File: src/rtl/core/svpwm_ram.sv
module svpwm_ram #(
  parameter int unsigned Width = 16,
  parameter int unsigned Depth = 64
) (
  input  logic                     clk_i,
  input  logic                     we_i,
  input  logic [$clog2(Depth)-1:0] waddr_i,
  input  logic [Width-1:0]         wdata_i,
  input  logic                     re_i,
  input  logic [$clog2(Depth)-1:0] raddr_a_i,
  input  logic [$clog2(Depth)-1:0] raddr_b_i,
  output logic [Width-1:0]         rdata_a_o,
  output logic [Width-1:0]         rdata_b_o
);

  logic [Width-1:0] mem_q [Depth];
  logic [Width-1:0] rdata_a_q;
  logic [Width-1:0] rdata_b_q;

  always_ff @(posedge clk_i) begin
    if (we_i) begin
      mem_q[waddr_i] <= wdata_i;
    end
    if (re_i) begin
      rdata_a_q <= mem_q[raddr_a_i];
      rdata_b_q <= mem_q[raddr_b_i];
    end
  end

  assign rdata_a_o = rdata_a_q;
  assign rdata_b_o = rdata_b_q;

endmodule
File: config.mk
export PLATFORM = sky130hd
export DESIGN_NAME = svpwm_ram
export DESIGN_NICKNAME = d
export VERILOG_FILES = /design/src/rtl/core/svpwm_ram.sv
export SDC_FILE = /design/constraint.sdc
export NUM_CORES = 1
export LEC_CHECK = 0
export BUFFER_PORTS_ARGS = -buffer_cell sky130_fd_sc_hd__buf_4
export CAP_MARGIN = 20
export CORE_AREA = 2 2 297 299
export DETAILED_ROUTE_END_ITERATION = 10
export DIE_AREA = 0 0 299 301
export GPL_ROUTABILITY_DRIVEN = 0
export GPL_TIMING_DRIVEN = 0
export PLACE_DENSITY_LB_ADDON = 0.15
export SLEW_MARGIN = 20
export SYNTH_ARGS = -nofsm -noshare
export SYNTH_HDL_FRONTEND = slang
export SYNTH_SLANG_ARGS = --single-unit
File: constraint.sdc
create_clock -name clk_i -period 3.7 [get_ports clk_i]
set_clock_uncertainty 0.2 [all_clocks]
set_input_delay 0.74 -clock clk_i [delete_from_list [all_inputs] [get_ports clk_i]]
set_output_delay 0.74 -clock clk_i [all_outputs]
set_load 0.01 [all_outputs]
Word level (Yosys, flattened, before mapping)
Memory sizes are Yosys's and may differ from the RTL's. A register that Yosys moved wholly into a read port is not among the register bits.
Cells that the tools add are included.
Widths: inputs -> output; s select.
{"block": "totals", "ff_bits": 0, "latch_bits": 0, "ramBits": 1024, "romBits": 0, "in_bits": 37, "out_inout_bits": 32, "word_cells": 3, "n_memories": 1}
{"block": "op_classes", "n_addsub": 0, "n_mul": 0, "div": 0, "n_lt_le_gt_ge": 0, "n_eq_ne": 0, "shifts": 0, "mux": 2, "bitwise": 0, "n_reduce_logical": 0}
{"memory": "mem_q", "words": 64, "word_bits": 16, "rd": 2, "rd_ports_with_merged_regs": 2, "write_ports": 1, "line_no": "16", "rtl": "logic [Width-1:0] mem_q [Depth];"}
{"op": "$mux 1", "count": 2}

Logic depth before layout (Yosys ltp)
{"block": "logic_depth", "depth_word": 2, "depth_mapped": 9, "depth_no_buf": 5}

Least setup slack after synthesis
Ideal clock, no wire load.
{"block": "synth_timing", "path_kind": "input to register", "from": "input port waddr_i[3]", "to": "memory mem_q[48][0], enable pin", "setup_time_ns": 0.409, "arrival_ns": 2.366, "required_time_ns": 3.091, "setup_slack_ns": 0.725, "path_stages": 4, "n_path_buf": 1, "cell_sequence": "clkbuf_1 > nor2b_1 > nand4b_1 > nor3_1"}
{"element": "start, declared", "line_no": "7", "rtl": "input logic [$clog2(Depth)-1:0] waddr_i,"}
{"element": "end, declared", "line_no": "16"}
Straight into the memory's write port.

==> flow_metrics.py <==
metrics = {
    "route": {
        "antenna_left": 0,
        "drc": 0,
        "drt-vias-per-instance": 7.48,
        "vias": 30300,
        "firstDrtPassIters": 6,
        "routed_wl_um": 164000,
        "first_iter_violations": 5236,
        "wl_per_cell_um": 40.5,
    },
    "floorplanning": {
        "fp.dieW_um": 299,
        "start_util_pct": 56.8,
        "die_area_um2": 90000,
        "pin_count": 69,
        "die_h_um": 301,
        "core_area_um2": 86500,
        "num_rows": 108,
    },
    "global_route": {
        "grt_pass1_wl_um": 228000,
        "antenna_found_initial": 8,
        "grt_max_degree": 65,
        "grt_pass1_vias": 29900,
        "grt_overflow": 0,
        "grt_util_all_layers_pct": 36.8,
    },
    "finish": {
        "fin_util_pct": 64.4,
        "layout-drive-gt1-share_pct": 37.2,
        "final_cell_mix": "1056 x edfxtp_1, 407 x mux4_2, 152 x mux2i_1, 152 x mux2_2, 110 x clkbuf_16",
        "final_common_cell": "edfxtp_1",
        "stdcell_area_um2": 55700,
        "area_delta_synth_final_pct": 13.3,
        "nets": 2840,
    },
    "timing": {
        "fin_ws_ns": -0.222,
        "fin_setup_tns_ns": -1.92,
        "hold_viol": 0,
        "finalCritPeriodShare_pct": 106,
        "finalSetupViolations": 15,
        "tightest_slew_ns": 1.26,
        "drv_slew": 0,
        "max_freq_mhz": 255,
        "fin_crit_ns": 3.92,
        "slew_headroom_pct": 15.6,
    },
    "power": {
        "p_clk_share_pct": 41.4,
        "p_sw_share_pct": 23.7,
        "internal_power_mw": 20.7,
        "ir_drop_uv": 444,
        "switchingPower_mw": 6.41,
        "combPwrFrac_pct": 9.4,
        "power.density_nw_per_um2": 486,
        "seqPwrFrac_pct": 49.3,
        "p_leak_nw": 17.8,
    },
    "worst_setup_path": {
        "start_kind": "input port",
        "cp_slowest_cell": "clkbuf_1",
        "slowest_delay_ns": 0.81,
        "cp_cell_sequence": "clkbuf_1 > clkbuf_2 > clkbuf_1 > a211oi_1 > a211oi_2 > nor4_1",
        "crit_arrival_ns": 4.09,
        "crit_required_ns": 3.87,
        "r2r_slack_ns": 0.79,
        "critical_path_class": "in -> reg",
        "path_delay_family": "buffers and inverters",
        "critPathCaptureType": "flop",
        "cpMostUsedCell": "clkbuf_1",
        "path_max_fanout": 10,
        "path_buf_inv": 3,
    },
    "placement": {
        "port_buffers": 55,
        "post-dp-hpwl_um": 113000,
        "dpl_worst_slack_ns": -0.974,
        "placed_cell_area_um2": 52000,
    },
    "min_path": {
        "min_path_type": "in -> reg",
    },
    "outcome": {
        "status": "finished with violations",
        "violations": "negative setup slack",
    },
    "synthesis": {
        "yosys_most_used_dff": "edfxtp_1",
        "netlist_area_um2": 49200,
        "synth-seq-area-share_pct": 64.5,
        "synth_edf_count": 1056,
        "synth_fp_nets": 2619,
        "async_flop_share_pct": 0,
        "syn_avg_cell_area_um2": 19.0,
        "synth_cell_types": 42,
        "synth-seq-cells": 1056,
        "synthCells": 2582,
        "ys_warn_count": 0,
    },
    "clock_network": {
        "cts_num_sinks": 1056,
        "cts_max_path_buffers": 3,
        "cts_inserted_buffers": 108,
        "cts_setup_buffers": 0,
        "root_buffer": "clkbuf_16",
        "clock_latency_ns": 0.70,
        "cts_tree": "built",
        "htreeDepth": 3,
        "clkTransAtPathRegs_ns": 0.06,
    },
    "job": {
        "cap_violations": 0,
    },
}
## per-layer routing
metal	part of all wire, %	track usage [%]	wire (um)
met1	35	48.9	58100
met2	44	54.1	72900
met3	14	12.6	22300
met4	6.3	19.6	10400
met5	0.34	0	552
## path summary, 6_finish.rpt
check / startpoint / depth (start not counted) / end
setup / recovery: raddr_a_i[3] / 6 / rdata_a_o[12]
hold / removal: re_i / 1 / rdata_b_o[0]
setup reg to reg: mem_q[7][11] / 5 / rdata_b_o[11]
hold reg to reg: mem_q[56][10] / 4 / rdata_b_o[10]
## cell usage after synthesis (3+ instances only)
cell type / n / area share, %
a31oi_1: 24 / 0.31
buf_8: 3 / 0.092
mux4_1: 9 / 0.48
buf_1: 14 / 0.11
edfxtp_1: 1056 / 65
o21ai_1: 17 / 0.17
nand3_1: 5 / 0.051
o22ai_1: 72 / 0.92
mux2i_1: 152 / 3.1
a211oi_1: 96 / 1.5
a221o_1: 8 / 0.16
mux4_2: 407 / 19
buf_6: 19 / 0.44
nor2_1: 93 / 0.71
clkbuf_1: 47 / 0.36
and3_1: 10 / 0.13
a21oi_1: 32 / 0.33
o21ai_0: 23 / 0.23
a22oi_1: 24 / 0.37
a311oi_1: 24 / 0.43
buf_2: 69 / 0.70
clkbuf_4: 6 / 0.092
nand2b_1: 10 / 0.13
nor2b_1: 8 / 0.10
nor4_1: 24 / 0.31
a221oi_1: 23 / 0.41
buf_12: 3 / 0.12
mux2_2: 152 / 3.5
nand2_1: 80 / 0.61
buf_4: 52 / 0.79
## power groups by stage
stage                     Combinational, mW  Sequential, mW  Clock, mW
after floorplan                        1.30            13.6          0
after global placement                 2.34            13.6          0
after detailed placement               2.40            13.6          0
after CTS                              2.41            13.3       11.2
after global routing                   2.56            13.3       11.6
final                                  2.53            13.3       11.2
## state kept, by name (all words and copies together), names as in the netlist
signal     count
mem_q       1024
rdata_a_o     16
rdata_b_o     16
## stage by stage
step	power, mW	hold slack (ns)	cells
2_1_floorplan	14.9	0.638	2582
3_3_place_gp	15.9	0.753	3792
3_5_place_dp	16.0	0.753	3847
4_1_cts	26.9	0.327	4047
5_1_grt	27.6	0.362	4048
6_report	27.1	0.354	4052
## what timing repair did
| action | in CTS | in global routing |
|---|---|---|
| hold endpoints to repair | 0 | 0 |
| setup endpoints to repair | 10 | 5 |
| resized for setup | 4 | 8 |
| hold buffers | 0 | 0 |
## worst register-to-register path, delay by kind of cell, from the launching register on
kind / cells / cell delay, ns
muxes: 1 / 0.49
AOI/OAI and AO/OA: 3 / 1.19
and+or+nand+nor: 1 / 0.30
DFF: 1 / 0.40
## final cells by class
type,count,area (um^2)
clock inverter,73,767
tap,1155,1450
inverter,4,15.0
clock buffer,127,2820
multi-input combinational,1309,16400
timing repair buffer,111,1160
antenna,4,10.0
buffer,213,1340
fill,5861,30800
sequential,1056,31700
## logic make-up (layout without fill, tap and decap cells)
| logic type | after synthesis | count (layout) | synth area share (%) |
|---|---|---|---|
| flops | 1056 | 1056 | 64.5 |
| mux | 720 | 720 | 25.7 |
| compound gates | 344 | 344 | 4.82 |
| simple gates | 245 | 245 | 2.23 |
| buf+inv | 217 | 528 | 2.73 |
| other cells | 0 | 4 | 0 |
Power figures use the tool's default switching activity.
